[config.mk]
export PLATFORM = sky130hd
export DESIGN_NAME = compacting_array_list_unit
export DESIGN_NICKNAME = d
export VERILOG_FILES = /design/src/rtl/cal_pkg.sv /design/src/rtl/cal_ctrl.sv /design/src/rtl/cal_dp.sv /design/src/rtl/compacting_array_list_unit.sv
export SDC_FILE = /design/constraint.sdc
export NUM_CORES = 1
export LEC_CHECK = 0
export ABC_AREA = 1
export BUFFER_PORTS_ARGS = -buffer_cell sky130_fd_sc_hd__buf_2
export CORE_AREA = 8 8 208 309
export CTS_CLUSTER_SIZE = 12
export DETAILED_ROUTE_END_ITERATION = 6
export DIE_AREA = 0 0 216 317
export GPL_ROUTABILITY_DRIVEN = 0
export GPL_TIMING_DRIVEN = 0
export PLACE_DENSITY = 0.61
export SLEW_MARGIN = 20
export SYNTH_ARGS = -nofsm -noshare
export SYNTH_HDL_FRONTEND = slang
export SYNTH_SLANG_ARGS = --single-unit
export TNS_END_PERCENT = 30
[constraint.sdc]
create_clock -name clk -period 3.7 [get_ports clk]
set_input_delay 0.37 -clock clk [delete_from_list [all_inputs] [get_ports clk]]
set_output_delay 0.37 -clock clk [all_outputs]
set_load 0.02 [all_outputs]
[src/rtl/cal_pkg.sv]
`timescale 1ns / 1ps
// Shared codes and controller/datapath handshake types for the compacting array list.
// Depends on nothing; imported by every module of the block.
package cal_pkg;

	// Request action codes.
	localparam logic [1:0] ACT_INSERT = 2'd0;
	localparam logic [1:0] ACT_REMOVE = 2'd1;
	localparam logic [1:0] ACT_SEARCH = 2'd2;

	// Result status codes.
	localparam logic [1:0] ST_OK        = 2'd0;
	localparam logic [1:0] ST_FULL      = 2'd1;
	localparam logic [1:0] ST_BAD_INDEX = 2'd2;
	localparam logic [1:0] ST_NOT_FOUND = 2'd3;

	// Commands from the controller to the datapath.
	typedef struct packed {
		logic       load_req;
		logic       write_insert;
		logic       start_shift;
		logic       start_scan;
		logic       issue_shift;
		logic       issue_scan;
		logic       dec_fill;
		logic       capture_pos;
		logic       load_result;
		logic [1:0] res_status;
	} cal_cmd_t;

	// Status from the datapath to the controller.
	typedef struct packed {
		logic [1:0] act;
		logic       full;
		logic       bad_index;
		logic       shift_more;
		logic       scan_more;
		logic       valid_s1;
		logic       hit;
	} cal_sts_t;

endpackage

[src/rtl/cal_ctrl.sv]
`timescale 1ns / 1ps
// Controller state machine for the compacting array list.
// Depends on cal_pkg for codes and the command and status structs.
module cal_ctrl
	import cal_pkg::*;
(
	input  logic     clk,
	input  logic     arst_n,
	input  logic     in_valid,
	output logic     in_stall,
	output logic     out_valid,
	input  logic     out_stall,
	input  cal_sts_t sts,
	output cal_cmd_t cmd
);

	localparam logic [2:0] S_IDLE   = 3'd0;
	localparam logic [2:0] S_EXEC   = 3'd1;
	localparam logic [2:0] S_SHIFT  = 3'd2;
	localparam logic [2:0] S_SCAN   = 3'd3;
	localparam logic [2:0] S_FINISH = 3'd4;

	logic [2:0] state_q;
	logic [2:0] state_d;
	logic [1:0] res_q;
	logic [1:0] res_d;
	logic       out_valid_q;
	logic       out_free;

	assign in_stall  = (state_q != S_IDLE);
	assign out_valid = out_valid_q;
	assign out_free  = !out_valid_q || !out_stall;

	// Next state and command decode.
	always_comb begin
		state_d = state_q;
		res_d   = res_q;
		cmd     = '0;
		cmd.res_status = res_q;
		unique case (state_q)
			S_IDLE: begin
				if (in_valid) begin
					cmd.load_req = 1'b1;
					state_d      = S_EXEC;
				end
			end
			S_EXEC: begin
				unique case (sts.act)
					ACT_INSERT: begin
						if (sts.full) begin
							res_d = ST_FULL;
						end else begin
							cmd.write_insert = 1'b1;
							res_d            = ST_OK;
						end
						state_d = S_FINISH;
					end
					ACT_REMOVE: begin
						if (sts.bad_index) begin
							res_d   = ST_BAD_INDEX;
							state_d = S_FINISH;
						end else begin
							cmd.start_shift = 1'b1;
							state_d         = S_SHIFT;
						end
					end
					ACT_SEARCH: begin
						cmd.start_scan = 1'b1;
						state_d        = S_SCAN;
					end
					default: begin
						res_d   = ST_OK;
						state_d = S_FINISH;
					end
				endcase
			end
			S_SHIFT: begin
				// Move one entry down per cycle until the tail is reached.
				cmd.issue_shift = sts.shift_more;
				if (!sts.shift_more && !sts.valid_s1) begin
					cmd.dec_fill = 1'b1;
					res_d        = ST_OK;
					state_d      = S_FINISH;
				end
			end
			S_SCAN: begin
				// Compare one entry per cycle; stop at the first match.
				if (sts.hit) begin
					cmd.capture_pos = 1'b1;
					res_d           = ST_OK;
					state_d         = S_FINISH;
				end else begin
					cmd.issue_scan = sts.scan_more;
					if (!sts.scan_more && !sts.valid_s1) begin
						res_d   = ST_NOT_FOUND;
						state_d = S_FINISH;
					end
				end
			end
			S_FINISH: begin
				if (out_free) begin
					cmd.load_result = 1'b1;
					state_d         = S_IDLE;
				end
			end
			default: begin
				state_d = S_IDLE;
			end
		endcase
	end

	// State, pending status and output valid.
	always_ff @(posedge clk or negedge arst_n) begin
		if (!arst_n) begin
			state_q     <= S_IDLE;
			res_q       <= ST_OK;
			out_valid_q <= 1'b0;
		end else begin
			state_q <= state_d;
			res_q   <= res_d;
			if (cmd.load_result) begin
				out_valid_q <= 1'b1;
			end else if (!out_stall) begin
				out_valid_q <= 1'b0;
			end
		end
	end

endmodule

[src/rtl/cal_dp.sv]
`timescale 1ns / 1ps
// Datapath for the compacting array list: request registers, entry memory,
// fill count, walk pointer and result registers. Depends on cal_pkg.
module cal_dp
	import cal_pkg::*;
#(
	parameter int CAPACITY = 16
) (
	input  logic               clk,
	input  logic               arst_n,
	input  logic [1:0]         action,
	input  logic signed [31:0] value,
	input  logic [3:0]         index,
	input  cal_cmd_t           cmd,
	output cal_sts_t           sts,
	output logic [1:0]         status,
	output logic [3:0]         position,
	output logic [4:0]         count
);

	localparam int AW = (CAPACITY > 1) ? $clog2(CAPACITY) : 1;
	localparam int CW = $clog2(CAPACITY + 1);

	logic [31:0]        mem [CAPACITY];
	logic [1:0]         act_q;
	logic signed [31:0] value_q;
	logic [3:0]         index_q;
	logic [CW-1:0]      fill_q;
	logic [CW-1:0]      ptr_q;
	logic [CW:0]        ptr_inc;
	logic [AW-1:0]      rd_addr;
	logic [AW-1:0]      wr_addr;
	logic [31:0]        wr_data;
	logic               wr_en;
	logic               valid_s1;
	logic               wr_s1;
	logic [AW-1:0]      addr_s1;
	logic [31:0]        rdata_s1;
	logic [AW-1:0]      pos_q;
	logic [CW+3:0]      idx_ext;
	logic [CW+3:0]      fill_ext;
	logic [AW+3:0]      pos_ext;
	logic [CW+4:0]      cnt_ext;
	logic [1:0]         status_q;
	logic [3:0]         position_q;
	logic [4:0]         count_q;

	// Walk pointer arithmetic and range checks.
	assign ptr_inc  = {1'b0, ptr_q} + (CW + 1)'(1);
	assign idx_ext  = {{CW{1'b0}}, index_q};
	assign fill_ext = {4'b0000, fill_q};
	assign rd_addr  = cmd.issue_shift ? ptr_inc[AW-1:0] : ptr_q[AW-1:0];

	assign sts.act        = act_q;
	assign sts.full       = (fill_q == CW'(CAPACITY));
	assign sts.bad_index  = (idx_ext >= fill_ext);
	assign sts.shift_more = (ptr_inc < {1'b0, fill_q});
	assign sts.scan_more  = (ptr_q < fill_q);
	assign sts.valid_s1   = valid_s1;
	assign sts.hit        = valid_s1 && !wr_s1 && (rdata_s1 == value_q);

	// Single write port: an append or the write half of a shift step.
	assign wr_en   = cmd.write_insert || (valid_s1 && wr_s1);
	assign wr_addr = cmd.write_insert ? fill_q[AW-1:0] : addr_s1;
	assign wr_data = cmd.write_insert ? value_q : rdata_s1;

	// Entry memory with registered read data.
	always_ff @(posedge clk) begin
		if (wr_en) begin
			mem[wr_addr] <= wr_data;
		end
		rdata_s1 <= mem[rd_addr];
	end

	// Request capture and result payload.
	assign pos_ext = {4'b0000, pos_q};
	assign cnt_ext = {5'b00000, fill_q};

	always_ff @(posedge clk) begin
		if (cmd.load_req) begin
			act_q   <= action;
			value_q <= value;
			index_q <= index;
		end
		if (cmd.load_result) begin
			status_q   <= cmd.res_status;
			position_q <= pos_ext[3:0];
			count_q    <= cnt_ext[4:0];
		end
		if (cmd.issue_shift || cmd.issue_scan) begin
			addr_s1 <= cmd.issue_shift ? ptr_q[AW-1:0] : rd_addr;
		end
		wr_s1 <= cmd.issue_shift;
	end

	// Fill count, walk pointer, read stage valid and match position.
	always_ff @(posedge clk or negedge arst_n) begin
		if (!arst_n) begin
			fill_q   <= '0;
			ptr_q    <= '0;
			valid_s1 <= 1'b0;
			pos_q    <= '0;
		end else begin
			valid_s1 <= cmd.issue_shift || cmd.issue_scan;
			if (cmd.write_insert) begin
				fill_q <= fill_q + CW'(1);
			end else if (cmd.dec_fill) begin
				fill_q <= fill_q - CW'(1);
			end
			if (cmd.start_shift) begin
				ptr_q <= idx_ext[CW-1:0];
			end else if (cmd.start_scan) begin
				ptr_q <= '0;
			end else if (cmd.issue_shift || cmd.issue_scan) begin
				ptr_q <= ptr_inc[CW-1:0];
			end
			if (cmd.load_req) begin
				pos_q <= '0;
			end else if (cmd.capture_pos) begin
				pos_q <= addr_s1;
			end
		end
	end

	assign status   = status_q;
	assign position = position_q;
	assign count    = count_q;

endmodule

[src/rtl/compacting_array_list_unit.sv]
`timescale 1ns / 1ps
// Top level of the compacting array list: controller plus datapath.
// Depends on cal_pkg, cal_ctrl and cal_dp.
//
//  Channel  Direction  Handshake           Payload
//  in       input      in_valid/in_stall   action, value, index
//  out      output     out_valid/out_stall status, position, count
//
// Insert, invalid-index remove and unused actions pass from accept through the execute state to the
// finish state, which loads the result and raises out_valid. Remove walks from index to the last entry
// and search from the first entry to the last or the first match; both walk the entry memory one entry per cycle.
// The controller returns to idle, and can take the next request, in the cycle after the result is loaded.
// Reset clears the count and control state; entry contents are left as they are.
// A new request is taken as soon as the controller is idle, even while a result
// waits under out_stall; the controller holds the next result until the output frees.
module compacting_array_list_unit
	import cal_pkg::*;
#(
	parameter int CAPACITY = 16
) (
	input  logic               clk,
	input  logic               arst_n,
	input  logic               in_valid,
	output logic               in_stall,
	input  logic [1:0]         action,
	input  logic signed [31:0] value,
	input  logic [3:0]         index,
	output logic               out_valid,
	input  logic               out_stall,
	output logic [1:0]         status,
	output logic [3:0]         position,
	output logic [4:0]         count
);

	localparam logic [4:0] CNT_FULL = 5'(CAPACITY % 32);

	cal_cmd_t cmd;
	cal_sts_t sts;

	// Sequencing of each request.
	cal_ctrl u_ctrl (
		.clk       (clk),
		.arst_n    (arst_n),
		.in_valid  (in_valid),
		.in_stall  (in_stall),
		.out_valid (out_valid),
		.out_stall (out_stall),
		.sts       (sts),
		.cmd       (cmd)
	);

	// Storage, pointers and result registers.
	cal_dp #(
		.CAPACITY (CAPACITY)
	) u_dp (
		.clk      (clk),
		.arst_n   (arst_n),
		.action   (action),
		.value    (value),
		.index    (index),
		.cmd      (cmd),
		.sts      (sts),
		.status   (status),
		.position (position),
		.count    (count)
	);

`ifndef NO_ASSERTIONS
	// An accepted request raises in_stall in the cycle after its acceptance.
	a_busy_after_accept: assert property (@(posedge clk) disable iff (!arst_n)
		(in_valid && !in_stall) |=> in_stall)
		else $error("request accepted while previous one in progress");

	// A full report always comes with a count at capacity.
	a_full_count: assert property (@(posedge clk) disable iff (!arst_n)
		(out_valid && status == ST_FULL) |-> (count == CNT_FULL))
		else $error("full status with count below capacity");

	// A request with a status other than OK reports a zero position.
	a_position_zero: assert property (@(posedge clk) disable iff (!arst_n)
		(out_valid && status != ST_OK) |-> (position == 4'd0))
		else $error("nonzero position on failed request");
`endif

endmodule
==> out/metrics.yaml, run 1 <==
status: "finished with violations"
violations: "design-rule violations"
path_class: "reg2reg"
leakagePower_nw: 12.6
die_w_um: 216
cp.arrival_ps: 4070
placed_area_um2: 28700
combinationalPowerShare: 0.411
vias: 16700
synth_edf_count: 565
crit_path_start_kind: "flop"
synth-simple-area-share: 0.148
grt_util_met1: 0.246
overflow: 0
synthCells: 2023
cts_tree: "built"
regArea_um2: 18200
final_cell_area_um2: 31200
p_clk_frac: 0.223
ys.flop_type: "edfxtp_1"
synth_top_family_by_area: "simple AND/OR/NAND/NOR gates"
finalSetupViolations: 0
dr.pass1.iters: 7
start_util: 0.444
insertion_delay_ps: 650
synth_top_area_cell: "edfxtp_1"
switching_share: 0.377
cts_made_buffers: 61
grtUsageTotal: 0.209
synth_top_area_frac: 0.640
power.density_nw_per_um2: 849
grt_pass1_wl_um: 106000
mappedNetlistArea_um2: 26500
clkSinkCount: 619
layout.cells.most_common_list: "edfxtp_1, nand2_1, mux2i_1"
tightest_slew_ps: 1100
synthAdderAreaFrac: 0.0107
hold_depth: 5
synth-compound-area-share: 0.0124
finClkSkew_ps: 27.2
multiInputGateArea_um2: 7510
layout_min_cycle_time_ps: 3530
use_met3: 0.0302
ys_top_cells_by_area: "edfxtp_1, mux2i_1, nand2_1"
min_path_type: "in2reg"
maxCapViolations: 0
p_sw_mw: 9.99
first_global_vias: 17000
area_growth_pct: 17.7
routed_wl_um: 72200
yosysSeqAreaShare: 0.685
fmax_mhz: 283
seq_power_share: 0.366
cts-root-buf: "clkbuf_16"
postSynth.asyncResetShare: 0.0339
antenna_found_initial: 0
crit_path_end_kind: "flop"
drive_above_1_share: 0.164
diodes: 0
grt_max_degree: 22
fp-row-count: 110
hold_viol: 0
route.detailed.drc: 1
grtUsageMet2: 0.370
ys_seq_elements: 619
reg2reg_depth: 20
grt-busiest-layer: "met2"
drt_iter0_drc: 1502
place_hpwl_um: 49000
fin_worst_hold_slack_ps: 186
die_area_um2: 68500
post_drt_wl_per_cell_um: 23.5
cts_max_path_buffers: 3
io_buffer_count: 54
syn_avg_cell_area_um2: 13.1
relSlewSlack: 0.260
coreArea_um2: 59700
layout_commonest_cell: "edfxtp_1"
antenna_left: 0
synth.distinct_cells: 42
p_int_mw: 16.5
crit_required_ps: 4230
syn_nets: 2087
cp_max_fo: 10
synthXorXnorAreaFrac: 0.00694
synthMuxAreaShare: 0.100
setup_tns_ps: 0
routed_via_density: 5.46
final_net_count: 2293
clkTransAtPathRegs_ps: 60
ys_warn_count: 0
fillers: 5064
io_pins: 55
die_h_um: 317
htreeDepth: 2
max-vdd-ir-drop_uv: 502
period_share: 0.955
slew_violations: 0
metrics by stage:
stage / util / power [mW] / worst slack [ps] / std cells
after floorplan: - / 16.6 / 298 / 2023
after global placement: 0.465 / 19.8 / -1740 / 2861
after detailed placement: 0.480 / 20.3 / -715 / 2905
after CTS: 0.520 / 26.3 / 9.17 / 3061
after global routing: 0.522 / 27.8 / -11.5 / 3066
final: 0.522 / 26.5 / 168 / 3066
final cells by class:
class                      count  area share
clock inverter                12     0.00409
buffer                       101      0.0271
clock buffer                 104      0.0557
tap                          784      0.0314
timing repair buffer         143      0.0468
inverter                      99      0.0121
multi-input combinational   1204       0.241
sequential                   619       0.582
power by group through the flow:
stage                     clock [mW]  sequential (mW)  combinational (mW)
after CTS                       6.00             9.70                10.6
after floorplan                    0             9.76                6.89
after global routing            6.27             9.74                11.8
after global placement             0             9.91                9.90
final                           5.92             9.70                10.9
after detailed placement           0             9.84                10.4
cells in the mapped netlist (2+ instances only):
cell	number
a21boi_0	3
a21o_1	2
a21oi_1	6
and2_1	8
buf_1	2
buf_12	7
buf_2	58
buf_4	7
buf_6	2
clkbuf_1	25
dfrtp_1	21
dfxtp_1	33
edfxtp_1	565
ha_1	21
inv_1	97
mux2_2	8
mux2i_1	256
nand2_1	461
nand2_4	3
nand3_1	224
nand3_2	61
nand3b_1	4
nand4_1	15
nor2_1	55
nor2_2	2
o21ai_0	41
o21bai_1	2
xnor2_1	17
xor2_1	4
logic make-up (layout without fill, tap and decap cells):
family / count (synthesis) / count (layout)
AO/OA/AOI/OAI: 59 / 59
XOR/XNOR: 21 / 21
adder cells (fa/ha/maj): 22 / 22
buffers and inverters: 200 / 459
flip-flops: 619 / 619
multiplexers: 264 / 264
AND/OR/NAND/NOR: 838 / 838
critical path, cell delays in order (launching register included):
cell,delay [ps]
dfrtp_2,440
ha_1,230
nand2_1,90
nor2_1,60
xnor2_1,120
inv_1,70
ha_1,280
a21boi_0,140
nor2_2,200
nand3_4,120
buf_6,170
ha_1,280
buf_4,170
buf_8,180
buf_12,190
mux2i_2,260
nand3_1,120
nand3_2,90
nand2_1,100
nand2_1,80
nand2_1,40
flip-flops by register name, indices dropped and copies added (netlist names), 3 cells and up:
register / cells
u_dp.mem: 512
u_dp.rdata_s1: 32
u_dp.value_q: 32
u_dp.count: 5
u_dp.fill_q: 5
u_dp.ptr_q: 5
u_dp.addr_s1: 4
u_dp.index_q: 4
u_dp.pos_q: 4
u_dp.position: 4
u_ctrl.state_q: 3
routing by layer:
| metal | vias up | routed length [um] |
|---|---|---|
| met2 | 596 | 36500 |
| met1 | 8336 | 28000 |
| met4 | 0 | 3630 |
| met5 | - | 0 |
| li1 | 7612 | - |
| met3 | 192 | 4020 |
path summary, 6_finish.rpt:
kind / start / endpoint / slack, ps
setup / recovery: u_dp.ptr_q[0]$_DFFE_PN0P_ / u_dp.rdata_s1[27]$_DFF_P_ / 170
hold / removal: in_valid / u_ctrl.state_q[0]$_DFFE_PN0P_ / 190
setup reg to reg: u_dp.ptr_q[0]$_DFFE_PN0P_ / u_dp.rdata_s1[27]$_DFF_P_ / 170
hold reg to reg: u_dp.pos_q[0]$_DFFE_PN0P_ / u_dp.position[0]$_DFFE_PP_ / 460
max in group asynchronous: arst_n / u_dp.ptr_q[1]$_DFFE_PN0P_ / 3060
min in group asynchronous: arst_n / u_dp.pos_q[1]$_DFFE_PN0P_ / 240
what timing repair did:
item | 4_1_cts | 5_1_grt
endpoints found under the setup margin | 32 | 32
cloned | 0 | 0
hold buffers | 40 | 0
pin swaps | 0 | 1
endpoints found under the hold margin | 60 | 0
setup buffers | 0 | 5
gates resized for setup | 62 | 42
(Power assumes the default switching activity.)
==> run 2: changes to the inputs <==
--- a/config.mk
+++ b/config.mk
@@ -6,14 +6,14 @@
 export NUM_CORES = 1
 export LEC_CHECK = 0
 export ABC_AREA = 1
-export BUFFER_PORTS_ARGS = -buffer_cell sky130_fd_sc_hd__buf_2
 export CORE_AREA = 8 8 208 309
 export CTS_CLUSTER_SIZE = 12
 export DETAILED_ROUTE_END_ITERATION = 6
 export DIE_AREA = 0 0 216 317
+export DONT_BUFFER_PORTS = 1
 export GPL_ROUTABILITY_DRIVEN = 0
 export GPL_TIMING_DRIVEN = 0
-export PLACE_DENSITY = 0.61
+export PLACE_DENSITY = 0.6
 export SLEW_MARGIN = 20
 export SYNTH_ARGS = -nofsm -noshare
 export SYNTH_HDL_FRONTEND = slang
==> constraint.sdc (replaced) <==
create_clock -name clk -period 4.2 [get_ports clk]
set_input_delay 0.42 -clock clk [delete_from_list [all_inputs] [get_ports clk]]
set_output_delay 0.42 -clock clk [all_outputs]
set_load 0.02 [all_outputs]
==> out/metrics.yaml, run 2 (same netlist as run 1, synthesis figures left out) <==
instances_no_fill: 2994
cts_made_buffers: 60
fin_worst_hold_slack_ps: 135
coreArea_um2: 59700
layout.cells.most_common_list: "edfxtp_1, nand2_1, mux2i_1"
min_path_type: "in2reg"
cts-root-buf: "clkbuf_16"
area_growth_pct: 14.7
finClkSkew_ps: 15.3
final_net_count: 2227
layout_commonest_cell: "edfxtp_1"
hold_depth: 4
largest_reg_flops: 512
fp-row-count: 110
power.density_nw_per_um2: 745
drt_iter0_drc: 1466
reg2reg_from: "u_dp.ptr_q[0]$_DFFE_PN0P_"
die_h_um: 317
die_area_um2: 68500
cp.arrival_ps: 4430
cts_setup_buffers: 0
max-vdd-ir-drop_uv: 383
hold_viol: 0
slowest_delay_ps: 520
dp.cells: 2844
start_util: 0.444
worst_hold_path.endpoint: "u_ctrl.state_q[0]$_DFFE_PN0P_"
rsz0062_at_grt: "yes"
timing.critical_path.mode_cell: "nand2_1"
critPathSlowestCell: "dfrtp_1"
grt_pass1_wl_um: 104000
die_w_um: 216
layout_min_cycle_time_ps: 3910
io_pins: 55
io_buffer_count: 0
post_drt_wl_per_cell_um: 23.9
crit_path_start_kind: "flop"
relSlewSlack: 0.271
place_hpwl_um: 47900
route.detailed.drc: 0
crit_path_end_kind: "flop"
path_class: "reg2reg"
hold_start: "in_valid"
maxCapViolations: 0
cp_max_fo: 10
fmax_mhz: 255
finish.utilization: 0.509
cp_cell_sequence: "ha_1 -> nand2_1 -> nor2_1 -> xnor2_1 -> inv_1 -> ha_1 -> a21boi_0 -> nor2_2 -> nand3_4 -> buf_6 -> ha_1 -> buf_4 -> buf_4 -> buf_2 -> mux2i_1 -> nand2_1 -> nand3_1 -> nand2_1 -> nand2_1 -> nand2_1"
first_global_vias: 16600
leakagePower_nw: 12.2
vias: 16300
place_ws_ps: -194
tightest_slew_ps: 1090
clkTransAtPathRegs_ps: 60
reg2reg_to: "u_dp.rdata_s1[23]$_DFF_P_"
antenna_found_initial: 0
diodes: 0
antenna_left: 0
period_share: 0.932
grtUsageTotal: 0.205
fin_ws_ps: 286
drive_above_1_share: 0.138
crit_required_ps: 4710
insertion_delay_ps: 620
cts_max_path_buffers: 3
dr.pass1.iters: 5
grt_max_degree: 22
top_register: "u_dp.mem"
overflow: 0
setup_tns_ps: 0
finalSetupViolations: 0
routed_wl_um: 71500
reg2reg_depth: 20
r2r_slack_ps: 290
status: "finished, final reports clean"
cts_tree: "built"
slew_violations: 0
reg_top3: "u_dp.mem (512), u_dp.rdata_s1 (32), u_dp.value_q (32)"
clkSinkCount: 619
htreeDepth: 2
routed_via_density: 5.46
-- run 2: timing repair --
action / CTS / global route
hold buffers: 40 / 1
setup endpoints to repair: 32 / 30
endpoints found under the hold margin: 60 / 21
resized for setup: 19 / 29
-- run 2: critical path, delay by kind of cell, from the launching register on --
family                     cells  cell delay (ps)
AOI/OAI and AO/OA              1              140
and+or+nand+nor                9              970
adders and majority gates      3              770
xor gates and xnor gates       1              130
buffers and inverters          5             1000
DFF                            1              520
muxes                          1              250
-- run 2: worst max path at each step --
stage	start	end	slack [ps]	depth (start not counted)
6_report	u_dp.ptr_q[0]$_DFFE_PN0P_	u_dp.rdata_s1[23]$_DFF_P_	290	20
4_1_cts	u_dp.ptr_q[0]$_DFFE_PN0P_	u_dp.rdata_s1[21]$_DFF_P_	10	20
2_1_floorplan	u_dp.ptr_q[0]$_DFFE_PN0P_	u_dp.rdata_s1[13]$_DFF_P_	800	20
5_1_grt	u_dp.ptr_q[1]$_DFFE_PN0P_	u_dp.rdata_s1[23]$_DFF_P_	-10	20
3_3_place_gp	u_dp.fill_q[0]$_DFFE_PN0P_	u_dp.mem[4][14]$_DFFE_PP_	-1240	7
3_5_place_dp	u_dp.ptr_q[0]$_DFFE_PN0P_	u_dp.rdata_s1[0]$_DFF_P_	-190	20
-- run 2: where the power goes --
| group | total (mW) | switching (mW) | internal, mW | leakage [nW] |
|---|---|---|---|---|
| clock network | 4.94 | 2.22 | 2.72 | 0.838 |
| logic | 9.13 | 6.03 | 3.09 | 5.71 |
| registers | 8.59 | 0.390 | 8.20 | 5.65 |
| total | 22.7 | 8.64 | 14.0 | 12.2 |
-- run 2: final cells by class --
| cell class | count | area, um^2 |
|---|---|---|
| plain buffers | 101 | 644 |
| clock buffers | 101 | 1700 |
| clock inverters | 8 | 37.5 |
| fillers | 5126 | 29300 |
| inverters | 99 | 377 |
| multi-input cells | 1204 | 7520 |
| flip-flops and latches | 619 | 18200 |
| well taps | 784 | 981 |
| repair buffers | 78 | 1000 |
-- run 2: per-stage QoR --
step                instance area [um^2]  power (mW)
finish                             30400        22.7
global route                       30400        23.8
CTS                                30400        22.7
detailed placement                 28200        17.8
global placement                   27500        17.4
floorplan                          26500        14.7
-- run 2: metal layers --
metal / wire [um] / global-route usage / share of wire
met1: 27300 / 0.242 / 0.38
met3: 4250 / 0.0332 / 0.059
met4: 2970 / 0.0887 / 0.042
met5: 0 / 0 / 0
met2: 36900 / 0.368 / 0.52
